--- config.mk ---
export PLATFORM = sky130hd
export DESIGN_NAME = periodic_timer_set
export DESIGN_NICKNAME = d
export VERILOG_FILES = /design/src/rtl/ptset_pkg.sv /design/src/rtl/ptset_front.sv /design/src/rtl/ptset_cmd_fifo.sv /design/src/rtl/ptset_exec.sv /design/src/rtl/periodic_timer_set.sv
export VERILOG_INCLUDE_DIRS = /design/src /design/src/rtl
export SDC_FILE = /design/constraint.sdc
export NUM_CORES = 2
export LEC_CHECK = 0
export CAP_MARGIN = 30
export CORE_MARGIN = 2
export CORE_UTILIZATION = 57
export CTS_CLUSTER_SIZE = 30
export DETAILED_ROUTE_END_ITERATION = 7
export DONT_BUFFER_PORTS = 1
export PLACE_DENSITY = 0.75
export SYNTH_ARGS = -nofsm -noshare
export SYNTH_HDL_FRONTEND = slang
export SYNTH_SLANG_ARGS = --single-unit
--- constraint.sdc ---
create_clock -name clk -period 8.5 [get_ports clk]
set_clock_uncertainty 0.05 [all_clocks]
set_input_delay 1.275 -clock clk [delete_from_list [all_inputs] [get_ports clk]]
set_output_delay 1.275 -clock clk [all_outputs]
set_load 0.05 [all_outputs]
--- src/rtl/assert_macros.svh ---
// Assertion macros shared by the periodic timer set RTL.
// Checks compile only when SYNTHESIS is not defined; otherwise they vanish.
`ifndef ASSERT_MACROS_SVH
`define ASSERT_MACROS_SVH
`ifndef SYNTHESIS
// ante must be followed by cons in the same cycle
`define PTS_ASSERT_IMPLY(lbl, clk, rstn, ante, cons) \
  lbl: assert property (@(posedge clk) disable iff (!rstn) (ante) |-> (cons)) \
    else $error("%m: implication check failed");
// cond must never hold
`define PTS_ASSERT_NEVER(lbl, clk, rstn, cond) \
  lbl: assert property (@(posedge clk) disable iff (!rstn) !(cond)) \
    else $error("%m: forbidden condition seen");
`else
`define PTS_ASSERT_IMPLY(lbl, clk, rstn, ante, cons)
`define PTS_ASSERT_NEVER(lbl, clk, rstn, cond)
`endif
`endif

--- src/rtl/ptset_pkg.sv ---
// Shared types, codes and helpers for the periodic timer set.
// No dependencies; used by every module of the block.
`timescale 1ns / 1ps

package ptset_pkg;

  localparam int NUM_TIMERS_DEF = 16;
  localparam int SLOT_CAP       = 16;
  localparam int TW             = 48;
  localparam int PW             = 32;
  localparam int QDEPTH         = 2;

  localparam logic [TW-1:0] TIME_MAX = '1;

  // request modes
  localparam logic [1:0] MODE_ADD    = 2'd0;
  localparam logic [1:0] MODE_REMOVE = 2'd1;
  localparam logic [1:0] MODE_SCAN   = 2'd2;
  localparam logic [1:0] MODE_RSVD   = 2'd3;

  // result kinds
  localparam logic [1:0] KIND_ADD    = 2'd0;
  localparam logic [1:0] KIND_REMOVE = 2'd1;
  localparam logic [1:0] KIND_FIRED  = 2'd2;
  localparam logic [1:0] KIND_DONE   = 2'd3;

  typedef struct packed {
    logic [1:0]    op;
    logic [3:0]    id;
    logic          in_range;
    logic [PW-1:0] period;
    logic [TW-1:0] now;
  } cmd_t;

  typedef struct packed {
    logic full;
    logic empty;
  } qstat_t;

  function automatic logic [TW-1:0] sat_add(input logic [TW-1:0] t, input logic [PW-1:0] p);
    logic [TW:0] s;
    s = {1'b0, t} + {{(TW-PW+1){1'b0}}, p};
    return s[TW] ? TIME_MAX : s[TW-1:0];
  endfunction

endpackage

--- src/rtl/ptset_front.sv ---
// Front end: takes requests, drops the unused mode, tags slot range.
// Depends on ptset_pkg; feeds ptset_cmd_fifo.
`timescale 1ns / 1ps

module ptset_front #(
  parameter int NUM_TIMERS = ptset_pkg::NUM_TIMERS_DEF
) (
  input  logic                       clk,
  input  logic                       rst_n,
  input  logic                       in_valid,
  output logic                       in_stall,
  input  logic [1:0]                 in_mode,
  input  logic [3:0]                 in_timer_id,
  input  logic [ptset_pkg::PW-1:0]   in_period,
  input  logic [ptset_pkg::TW-1:0]   in_now_time,
  output logic                       push,
  output ptset_pkg::cmd_t            push_cmd,
  input  ptset_pkg::qstat_t          q_stat
);

  localparam int SLOTS = (NUM_TIMERS < ptset_pkg::SLOT_CAP) ? NUM_TIMERS : ptset_pkg::SLOT_CAP;

  logic            vld_r, vld_nxt;
  ptset_pkg::cmd_t cmd_r;
  logic            accept, keep;

  assign in_stall = vld_r && q_stat.full;
  assign accept   = in_valid && !in_stall;
  assign push     = vld_r && !q_stat.full;
  assign push_cmd = cmd_r;

  always_comb begin
    unique case (in_mode)
      ptset_pkg::MODE_ADD,
      ptset_pkg::MODE_REMOVE,
      ptset_pkg::MODE_SCAN: keep = 1'b1;
      default:              keep = 1'b0;
    endcase
  end

  always_comb begin
    vld_nxt = vld_r && !push;
    if (accept && keep) vld_nxt = 1'b1;
  end

  always_ff @(posedge clk) begin
    if (!rst_n) begin
      vld_r <= 1'b0;
    end else begin
      vld_r <= vld_nxt;
    end
  end

  always_ff @(posedge clk) begin
    if (accept && keep) begin
      cmd_r.op       <= in_mode;
      cmd_r.id       <= in_timer_id;
      cmd_r.in_range <= (32'(in_timer_id) < SLOTS);
      cmd_r.period   <= in_period;
      cmd_r.now      <= in_now_time;
    end
  end

endmodule

--- src/rtl/ptset_cmd_fifo.sv ---
// Short request queue between the front end and the slot engine.
// Depends on ptset_pkg for the request type and depth.
`timescale 1ns / 1ps

module ptset_cmd_fifo (
  input  logic              clk,
  input  logic              rst_n,
  input  logic              push,
  input  ptset_pkg::cmd_t   push_cmd,
  input  logic              pop,
  output ptset_pkg::cmd_t   pop_cmd,
  output ptset_pkg::qstat_t q_stat
);

  localparam int QD  = ptset_pkg::QDEPTH;
  localparam int QPW = (QD > 1) ? $clog2(QD) : 1;

  ptset_pkg::cmd_t  mem_r [QD];
  logic [QPW-1:0]   wptr_r, wptr_nxt;
  logic [QPW-1:0]   rptr_r, rptr_nxt;
  logic [QPW:0]     cnt_r, cnt_nxt;

  assign pop_cmd      = mem_r[rptr_r];
  assign q_stat.full  = (cnt_r == (QPW+1)'(QD));
  assign q_stat.empty = (cnt_r == '0);

  function automatic logic [QPW-1:0] bump(input logic [QPW-1:0] p);
    return (p == QPW'(QD-1)) ? '0 : p + 1'b1;
  endfunction

  always_comb begin
    wptr_nxt = push ? bump(wptr_r) : wptr_r;
    rptr_nxt = pop  ? bump(rptr_r) : rptr_r;
    cnt_nxt  = cnt_r;
    if (push && !pop) cnt_nxt = cnt_r + 1'b1;
    if (pop && !push) cnt_nxt = cnt_r - 1'b1;
  end

  always_ff @(posedge clk) begin
    if (!rst_n) begin
      wptr_r <= '0;
      rptr_r <= '0;
      cnt_r  <= '0;
    end else begin
      wptr_r <= wptr_nxt;
      rptr_r <= rptr_nxt;
      cnt_r  <= cnt_nxt;
    end
  end

  always_ff @(posedge clk) begin
    if (push) mem_r[wptr_r] <= push_cmd;
  end

endmodule

--- src/rtl/ptset_exec.sv ---
// Slot engine: applies a request, walks the slots one per cycle to
// reschedule and find the earliest expiry, then emits results.
// Depends on ptset_pkg; drains ptset_cmd_fifo and drives the out_ channel.
`timescale 1ns / 1ps

module ptset_exec #(
  parameter int NUM_TIMERS = ptset_pkg::NUM_TIMERS_DEF
) (
  input  logic                      clk,
  input  logic                      rst_n,
  input  ptset_pkg::cmd_t           q_cmd,
  input  ptset_pkg::qstat_t         q_stat,
  output logic                      pop,
  output logic                      out_valid,
  input  logic                      out_stall,
  output logic [1:0]                out_kind,
  output logic [3:0]                out_slot,
  output logic                      out_found,
  output logic [ptset_pkg::TW-1:0]  out_next_shot,
  output logic                      out_last
);

  localparam int SLOTS = (NUM_TIMERS < ptset_pkg::SLOT_CAP) ? NUM_TIMERS : ptset_pkg::SLOT_CAP;
  localparam int SW    = (SLOTS > 1) ? $clog2(SLOTS) : 1;
  localparam int TW    = ptset_pkg::TW;
  localparam int PW    = ptset_pkg::PW;

  localparam logic [2:0] S_IDLE  = 3'd0;
  localparam logic [2:0] S_WALK  = 3'd1;
  localparam logic [2:0] S_DIFF  = 3'd2;
  localparam logic [2:0] S_FIRE  = 3'd3;
  localparam logic [2:0] S_FINAL = 3'd4;

  logic [SLOTS-1:0] slot_active_r;
  logic [PW-1:0]    slot_period_r [SLOTS];
  logic [TW-1:0]    slot_expiry_r [SLOTS];

  logic [2:0]       state_r, state_nxt;
  logic [SW-1:0]    idx_r, idx_nxt;
  logic [SLOTS-1:0] fired_r, fired_nxt;
  logic [TW-1:0]    min_r, min_nxt;
  logic             any_r, any_nxt;
  logic [TW-1:0]    nxt_r;
  logic             found_r;
  ptset_pkg::cmd_t  cmd_r;

  logic             out_valid_r, out_valid_nxt;
  logic [1:0]       out_kind_r;
  logic [3:0]       out_slot_r;
  logic             out_found_r;
  logic [TW-1:0]    out_next_shot_r;
  logic             out_last_r;

  logic             can_load, load;
  logic [1:0]       ld_kind;
  logic [3:0]       ld_slot;
  logic             ld_found, ld_last;

  logic             rd_act, fire, at_end;
  logic [PW-1:0]    rd_per;
  logic [TW-1:0]    rd_exp, resched, cand;
  logic [SW-1:0]    qid;

  assign qid      = q_cmd.id[SW-1:0];
  assign rd_act   = slot_active_r[idx_r];
  assign rd_per   = slot_period_r[idx_r];
  assign rd_exp   = slot_expiry_r[idx_r];
  assign fire     = (cmd_r.op == ptset_pkg::MODE_SCAN) && rd_act && (rd_exp <= cmd_r.now);
  assign resched  = ptset_pkg::sat_add(cmd_r.now, rd_per);
  assign cand     = fire ? resched : rd_exp;
  assign at_end   = (idx_r == SW'(SLOTS-1));
  assign can_load = !out_valid_r || !out_stall;
  assign pop      = (state_r == S_IDLE) && !q_stat.empty;

  always_comb begin
    state_nxt = state_r;
    idx_nxt   = idx_r;
    fired_nxt = fired_r;
    min_nxt   = min_r;
    any_nxt   = any_r;
    load      = 1'b0;
    ld_kind   = ptset_pkg::KIND_DONE;
    ld_slot   = '0;
    ld_found  = 1'b0;
    ld_last   = 1'b0;
    unique case (state_r)
      S_IDLE: begin
        if (pop) begin
          idx_nxt   = '0;
          fired_nxt = '0;
          min_nxt   = ptset_pkg::TIME_MAX;
          any_nxt   = 1'b0;
          state_nxt = S_WALK;
        end
      end
      S_WALK: begin
        if (fire) fired_nxt[idx_r] = 1'b1;
        if (rd_act && cand < min_r) min_nxt = cand;
        any_nxt = any_r || rd_act;
        if (at_end) begin
          state_nxt = S_DIFF;
        end else begin
          idx_nxt = idx_r + 1'b1;
        end
      end
      S_DIFF: begin
        idx_nxt   = '0;
        state_nxt = (cmd_r.op == ptset_pkg::MODE_SCAN) ? S_FIRE : S_FINAL;
      end
      S_FIRE: begin
        // skip quiet slots; hold on a fired slot until the output frees up
        if (!fired_r[idx_r] || can_load) begin
          load    = fired_r[idx_r];
          ld_kind = ptset_pkg::KIND_FIRED;
          ld_slot = 4'(idx_r);
          if (at_end) begin
            state_nxt = S_FINAL;
          end else begin
            idx_nxt = idx_r + 1'b1;
          end
        end
      end
      S_FINAL: begin
        if (can_load) begin
          load     = 1'b1;
          ld_last  = 1'b1;
          ld_found = found_r;
          unique case (cmd_r.op)
            ptset_pkg::MODE_ADD:    ld_kind = ptset_pkg::KIND_ADD;
            ptset_pkg::MODE_REMOVE: ld_kind = ptset_pkg::KIND_REMOVE;
            default:                ld_kind = ptset_pkg::KIND_DONE;
          endcase
          ld_slot   = (cmd_r.op == ptset_pkg::MODE_SCAN) ? 4'd0 : cmd_r.id;
          state_nxt = S_IDLE;
        end
      end
      default: state_nxt = S_IDLE;
    endcase
    out_valid_nxt = load || (out_valid_r && out_stall);
  end

  always_ff @(posedge clk) begin
    if (!rst_n) begin
      state_r       <= S_IDLE;
      out_valid_r   <= 1'b0;
      slot_active_r <= '0;
    end else begin
      state_r     <= state_nxt;
      out_valid_r <= out_valid_nxt;
      if (pop && q_cmd.in_range) begin
        if (q_cmd.op == ptset_pkg::MODE_ADD)    slot_active_r[qid] <= 1'b1;
        if (q_cmd.op == ptset_pkg::MODE_REMOVE) slot_active_r[qid] <= 1'b0;
      end
    end
  end

  always_ff @(posedge clk) begin
    idx_r   <= idx_nxt;
    fired_r <= fired_nxt;
    min_r   <= min_nxt;
    any_r   <= any_nxt;
    if (pop) begin
      cmd_r   <= q_cmd;
      found_r <= (q_cmd.op == ptset_pkg::MODE_REMOVE) && q_cmd.in_range && slot_active_r[qid];
    end
    if (state_r == S_DIFF) begin
      if (!any_r) begin
        nxt_r <= ptset_pkg::TIME_MAX;
      end else if (min_r > cmd_r.now) begin
        nxt_r <= min_r - cmd_r.now;
      end else begin
        nxt_r <= '0;
      end
    end
    if (load) begin
      out_kind_r      <= ld_kind;
      out_slot_r      <= ld_slot;
      out_found_r     <= ld_found;
      out_next_shot_r <= nxt_r;
      out_last_r      <= ld_last;
    end
  end

  // slot storage: armed by add, rescheduled during a scan walk
  always_ff @(posedge clk) begin
    if (pop && q_cmd.in_range && q_cmd.op == ptset_pkg::MODE_ADD) begin
      slot_period_r[qid] <= q_cmd.period;
      slot_expiry_r[qid] <= ptset_pkg::sat_add(q_cmd.now, q_cmd.period);
    end else if (state_r == S_WALK && fire) begin
      slot_expiry_r[idx_r] <= resched;
    end
  end

  assign out_valid     = out_valid_r;
  assign out_kind      = out_kind_r;
  assign out_slot      = out_slot_r;
  assign out_found     = out_found_r;
  assign out_next_shot = out_next_shot_r;
  assign out_last      = out_last_r;

endmodule

--- src/rtl/periodic_timer_set.sv ---
// Periodic timer set: up to sixteen slots, each with a period and an expiry.
//
// Input channel (in_valid / in_stall): one request per item. Mode add arms
// slot in_timer_id with in_period, remove frees it, scan fires every due
// slot at in_now_time. Mode 3 is taken and dropped without a result.
// Result channel (out_valid / out_stall): add and remove give one result;
// a scan gives one result per fired slot, in slot order, then a closing
// result. out_last marks the final result of each request, and every
// result carries the time to the earliest expiry after the update.
// Order of work: with S = min(NUM_TIMERS, 16), the slot engine takes one
// request at a time; it walks all S slots, then for a scan makes a second
// pass that sends each fired slot, then it sends the final result.
// The walk reads the slot file through a single index, one slot per cycle,
// and never stalls. A two-entry request queue lets the front end
// keep taking requests while the engine works or the receiver stalls.
// A stalled result holds in the output register and the engine waits.
// Reset (rst_n, synchronous) clears all slots to inactive at once and
// empties the queue; no clearing pass follows.
// Depends on ptset_pkg, ptset_front, ptset_cmd_fifo, ptset_exec.
`timescale 1ns / 1ps
`include "assert_macros.svh"

module periodic_timer_set #(
  parameter int NUM_TIMERS = ptset_pkg::NUM_TIMERS_DEF
) (
  input  logic                      clk,
  input  logic                      rst_n,
  input  logic                      in_valid,
  output logic                      in_stall,
  input  logic [1:0]                in_mode,
  input  logic [3:0]                in_timer_id,
  input  logic [ptset_pkg::PW-1:0]  in_period,
  input  logic [ptset_pkg::TW-1:0]  in_now_time,
  output logic                      out_valid,
  input  logic                      out_stall,
  output logic [1:0]                out_kind,
  output logic [3:0]                out_slot,
  output logic                      out_found,
  output logic [ptset_pkg::TW-1:0]  out_next_shot,
  output logic                      out_last
);

  logic              push, pop;
  ptset_pkg::cmd_t   push_cmd, pop_cmd;
  ptset_pkg::qstat_t q_stat;

  ptset_front #(
    .NUM_TIMERS (NUM_TIMERS)
  ) u_front (
    .clk         (clk),
    .rst_n       (rst_n),
    .in_valid    (in_valid),
    .in_stall    (in_stall),
    .in_mode     (in_mode),
    .in_timer_id (in_timer_id),
    .in_period   (in_period),
    .in_now_time (in_now_time),
    .push        (push),
    .push_cmd    (push_cmd),
    .q_stat      (q_stat)
  );

  ptset_cmd_fifo u_fifo (
    .clk      (clk),
    .rst_n    (rst_n),
    .push     (push),
    .push_cmd (push_cmd),
    .pop      (pop),
    .pop_cmd  (pop_cmd),
    .q_stat   (q_stat)
  );

  ptset_exec #(
    .NUM_TIMERS (NUM_TIMERS)
  ) u_exec (
    .clk           (clk),
    .rst_n         (rst_n),
    .q_cmd         (pop_cmd),
    .q_stat        (q_stat),
    .pop           (pop),
    .out_valid     (out_valid),
    .out_stall     (out_stall),
    .out_kind      (out_kind),
    .out_slot      (out_slot),
    .out_found     (out_found),
    .out_next_shot (out_next_shot),
    .out_last      (out_last)
  );

  `PTS_ASSERT_IMPLY(a_single_is_last, clk, rst_n, out_valid && (out_kind == ptset_pkg::KIND_ADD || out_kind == ptset_pkg::KIND_REMOVE), out_last)
  `PTS_ASSERT_IMPLY(a_fired_not_last, clk, rst_n, out_valid && out_kind == ptset_pkg::KIND_FIRED, !out_last)
  `PTS_ASSERT_IMPLY(a_found_on_remove, clk, rst_n, out_valid && out_kind != ptset_pkg::KIND_REMOVE, !out_found)
  `PTS_ASSERT_NEVER(a_queue_flags, clk, rst_n, q_stat.full && q_stat.empty)

endmodule
* Word-level counts from Yosys, hierarchy flattened
Memory sizes are Yosys's and may differ from the RTL's. A register that Yosys moved wholly into a read port is not among the register bits.
Cells that the tools add are included.
** Storage, ports and cells
- Memories :: 3
- Flip-flop bits (word level) :: 339
- Memory bits (writable) :: 1452
- Output and inout bits :: 58
** Memory list
- u_exec.slot_expiry_r :: words 16, bits a word 48, rd ports 1, clocked after memory_dff 1, write ports 1, RTL line ptset_exec.sv:36 : logic [TW-1:0] slot_expiry_r [SLOTS];
- u_exec.slot_period_r :: words 16, bits a word 32, rd ports 1, clocked after memory_dff 1, write ports 1, RTL line ptset_exec.sv:35 : logic [PW-1:0] slot_period_r [SLOTS];
- u_fifo.mem_r :: words 2, bits a word 86, rd ports 1, clocked after memory_dff 1, write ports 1, RTL line ptset_cmd_fifo.sv:18 : ptset_pkg::cmd_t mem_r [QD];
** Cells by class
- Bitwise logic cells :: 4
- Add/sub/neg operators :: 8
- Mux-type cells :: 68
- Order comparisons :: 7
- Reductions and logical operators :: 47
- Equal/unequal tests :: 18
** Operators with widths (count)
- 2-to-1 mux 48 bit :: 7
- adder 48 x 32 -> 49 bit :: 2
- 2-to-1 mux 16 bit :: 6
- one-hot mux 48 bit (2 select lines) :: 1
- greater-than comparator 48 bit :: 1
- less-or-equal comparator 48 bit :: 1
- < comparator 48 bit :: 1
- OR reduction 48 bit :: 1
- subtractor 48 bit :: 1
- 2-to-1 mux 4 bit :: 9
- bitwise OR 16 bit :: 2
- one-hot mux 16 bit (2 select lines) :: 1
- 2-to-1 mux 1 bit :: 23
- 2-to-1 mux 3 bit :: 6
- logical AND 1 bit :: 17
- AND 16 bit :: 1
- inverter 16 bit :: 1
- one-hot mux 4 bit (4 select lines) :: 1
- one-hot mux 3 bit (5 select lines) :: 1
- != test 2 x 1 -> 1 bit, second input constant :: 7
- binary-select mux 1 bit (select 4 bit) :: 3
- < comparator 4 x 5 -> 1 bit, second input constant :: 2
- AND reduction 3 bit :: 3
- demux 1 bit (select 4 bit) :: 2
- other kinds (25) :: 52

* Longest topological paths before layout
- Depth after elaboration :: 10
- Gate-level depth with buffers :: 30
- Depth with buffers taken out :: 24

* Hierarchy
A second synthesis with hierarchy kept.
** Second synthesis, totals
- Cell total of the unflattened synthesis :: 4197
- Area total of the unflattened synthesis :: 76487.1 µm²
** By module, submodules not included
- ptset_exec :: cells each 3810, times used 1, area an instance 67334.6 µm²
- ptset_cmd_fifo :: cells each 293, times used 1, area an instance 6496.2 µm²
- ptset_front :: cells each 94, times used 1, area an instance 2656.3 µm²

* Least setup slack after synthesis
OpenSTA, ideal clock, no wires.
- Path type :: reg-to-reg
- Start :: register with a tool-made name
- End :: register u_exec.min_r[0], enable pin
- Slack :: 0.530 ns
- Setup time :: 0.413 ns
- Clock period less this slack :: 7.970 ns
- Data required time :: 8.037 ns
- Arrival time :: 7.507 ns
- Stages on the path, launching flop included :: 30
- Cell sequence :: dfxtp_1 > buf_2 > buf_4 > buf_2 > buf_2 > buf_1 > mux4_2 > mux4_2 > ha_1 > a21o_1 > a311oi_1 > o31ai_1 > a311o_1 > o21ai_2 > a21oi_1 > buf_2 > nor2_2 > buf_2 > a21oi_1 > ha_1 > a21o_1 > a21o_1 > a21oi_1 > nor2_1 > a211oi_1 > o21ai_0 > a21oi_1 > a21oi_1 > a21oi_1 > o31a_1
** RTL lines
- end signal, assigned :: RTL line ptset_exec.sv:160 : min_r <= min_nxt;
- end, declared :: RTL line ptset_exec.sv:41 : logic [TW-1:0] min_r, min_nxt;

==> impl_metrics.yaml <==
worst_setup_path:
  critical_path_class: "reg2reg"
  rrSetupSlack_ps: 780
  cp-start-kind: "flip-flop"
  cp_max_fo: 49
  cp.arrival_ps: 8140
  required_ps: 8920
  end_kind: "flip-flop"
status:
  status: "completed"
power:
  p_clk_frac: 0.242
  ir_drop_v: 0.0003371
  power_density_mw_per_mm2: 376.0
  cell_internal_pwr_w: 0.02054
  power_leakage_nw: 28.34
  power_switching_w: 0.01160
  combPwrFrac: 0.379
  netSwitchingFraction: 0.3609
  p_seq_frac: 0.379
route:
  drtIter0Drc: 5217
  drtAntennaViolNets: 0
  via_count: 41430
  wire_per_inst_um: 31.99
  drc: 0
  via_per_inst: 6.576
  first_pass_iters: 5
  wl_um: 201500
sta:
  slew_headroom: 0.2778
  slew_violations: 0
  hold_slack_ps: 359.8
  period_minus_slack_ps: 7720
  grt_setup_unrepaired: "false"
  setup_viol: 0
  tns_ps: 0
  hold_viol_final: 0
  fmax_mhz: 129.5
  timing.final.crit_share: 0.9082
  worst-slew-pin-transition_ps: 1083
floorplanning:
  fp.dieH_um: 370.4
  coreArea_mm2: 0.1333
  rows: 134
  pin_count: 148
  start_util: 0.5740
  die_area_mm2: 0.1372
  dieWidth_um: 370.4
clock_tree:
  cts_made_buffers: 176
  cts_setup_buffers: 0
  cts_tree: "yes"
  cts-root-buf: "clkbuf_16"
  cts_sinks: 1796
  path_clk_slew_ps: 60
  cts_resized: 0
  clkLatencyLatePin_ps: 840
  cts-htree-levels: 4
  cts_hold_buffers: 0
  clock_path_buffers: 3
synthesis:
  async_flop_share: 0
  ys_types: 91
  synth_ff_type: "edfxtp_1"
  yosysWarnings: 0
  yosysSeqAreaShare: 0.7010
  syn_area_mm2: 0.07651
  synth_area_per_cell_um2: 18.10
  postSynthCellCount: 4228
  syn_nets: 4533
  synth_edf_count: 1766
  synth_seq_cells: 1796
placed_design:
  place_hpwl_um: 127400
  place_area_mm2: 0.07964
  io_buffers: 0
  gp_congestion: 0.9851
finish:
  drive_gt1_frac: 0.2172
  layout.nets: 4689
  area_delta_synth_final_pct: 11.72
  fin_util: 0.6413
  nFillCells: 8877
  stdcell_area_mm2: 0.08548
global_route:
  grt_usage: 0.2968
  grt_pass1_wl_um: 289900
  overflow: 0
  grt_pass1_vias: 41440
  grt_max_degree: 69
  antenna_found_initial: 3
job:
  cap_violations: 0
hold_path:
  min_path_type: "reg2reg"
[kinds of logic after synthesis]
kind of cell | synth area share
multiplexers | 0.1349
flip-flops | 0.7010
AND/OR/NAND/NOR | 0.03954
buffers and inverters | 0.01658
AO/OA/AOI/OAI | 0.05751
XOR/XNOR | 0.01500
adder cells (fa/ha/maj) | 0.03545
[final cells by class]
cell class / count / area (um^2) / share of cell area
sequential: 1796 / 53650 / 0.6277
multi-input combinational: 2128 / 21820 / 0.2552
clock buffer: 215 / 4614 / 0.05399
tap: 1768 / 2212 / 0.02588
timing repair buffer: 147 / 1531 / 0.01792
clock inverter: 110 / 1140 / 0.01334
inverter: 135 / 506.7 / 0.005928
antenna: 2 / 5.005 / 0.00005855
[Yosys cell counts, drive strengths merged, types with 8 or more instances]
library cell     n  area (um^2)
a21oi          209         1057
a21boi          10        75.07
dfxtp           30        600.6
and3            15        93.84
or3             13        86.33
mux2            80        900.9
a21o            98        737.0
a211oi          27        202.7
nand2b          52        325.3
xnor2           78        683.2
buf             84        439.2
a31oi           15        93.84
ha             212         2653
nor2           174        663.1
o21ai          137        693.2
a22oi           29        217.7
nor3            25        125.1
o221a           10        112.6
and2            36        225.2
nand4           39        244.0
a211o            8        70.07
or2             11        68.81
mux2i           19        190.2
edfxtp        1766        53030
clkbuf          85        322.8
nand2          128        485.5
xor2            53        464.2
o211ai          17        142.6
o22a            13        113.9
nand3           52        260.3
nor4            10        107.6
mux4           410         9234
o21a            25        187.7
nor2b           28        175.2
inv            135        506.7
[critical path: stages (launching register included)]
cell	delay, ps
dfxtp_4	520
buf_12	400
mux4_2	570
mux4_2	550
ha_1	330
and2_0	180
a221o_1	290
a221oi_1	560
o211ai_1	180
a21oi_1	150
a21oi_1	150
nor2_2	130
buf_4	400
nand2_2	310
o22a_1	300
ha_1	320
a21oi_1	140
nor2b_1	60
o21ai_0	260
nand4b_1	150
a211oi_1	540
o31a_2	440
buf_12	300
[power groups by stage]
stage               Clock, W  Combinational, W  Sequential [W]
detailed placement         0            0.0119          0.0124
global route         0.00815            0.0130          0.0122
global placement           0            0.0117          0.0124
finish               0.00777            0.0122          0.0122
CTS                  0.00786            0.0120          0.0122
floorplan                  0           0.00782          0.0121
[flip-flops by register name, summed over array words and instances, names as in the netlist, 2 cells and up, named ones only]
name                  cells
u_exec.idx_r              4
u_exec.nxt_r             48
u_exec.out_kind           2
u_fifo.cnt_r              2
u_front.push_cmd         86
u_exec.slot_active_r     15
u_fifo.mem_r            172
u_exec.cmd_r             54
u_exec.slot_period_r    512
u_exec.out_slot           4
u_exec.slot_expiry_r    768
u_exec.fired_r           16
u_exec.state_r            3
u_exec.out_next_shot     48
u_exec.min_r             48
[per-layer routing]
layer | wire length [um] | track usage
met1 | 77810 | 0.4042
met2 | 100300 | 0.4900
met3 | 15720 | 0.04396
met4 | 7667 | 0.1117
met5 | 9 | 0
[worst paths after layout]
kind	startpoint	end	depth (start not counted)
worst min-delay path	u_exec.nxt_r[19]$_SDFFCE_PN1N_	u_exec.out_next_shot[19]$_DFFE_PP_	0
worst max register to register	flip-flop	u_exec.min_r[45]$_SDFFCE_PN1P_	22
worst min register to register	u_exec.nxt_r[19]$_SDFFCE_PN1N_	u_exec.out_next_shot[19]$_DFFE_PP_	0
worst max-delay path	flip-flop	u_exec.min_r[45]$_SDFFCE_PN1P_	22
[metrics by stage]
| step | setup WS [ps] | power (W) | instances |
|---|---|---|---|
| final | 780.3 | 0.03214 | 6301 |
| after CTS | 938.2 | 0.03204 | 6289 |
| after global routing | 457.8 | 0.03334 | 6299 |
| after floorplan | 529.9 | 0.01988 | 4228 |
| after global placement | 1064 | 0.02407 | 5954 |
| after detailed placement | 1006 | 0.02426 | 5964 |
[cells in the final DEF (no fill, tap or decap), drive strengths merged, types with 11 or more instances in the layout]
master	count
edfxtp	1766
mux4	410
clkbuf	215
ha	212
a21oi	209
nor2	174
buf	147
inv	142
o21ai	137
nand2	128
a21o	98
clkinv	83
mux2	80
xnor2	78
xor2	53
nand3	52
nand2b	52
nand4	39
and2	36
dfxtp	30
a22oi	29
nor2b	28
a211oi	27
o21a	25
nor3	25
mux2i	19
o211ai	17
bufinv	16
a31oi	15
and3	15
o22a	13
or3	13
or2	11
Power figures use the tool's default switching activity.
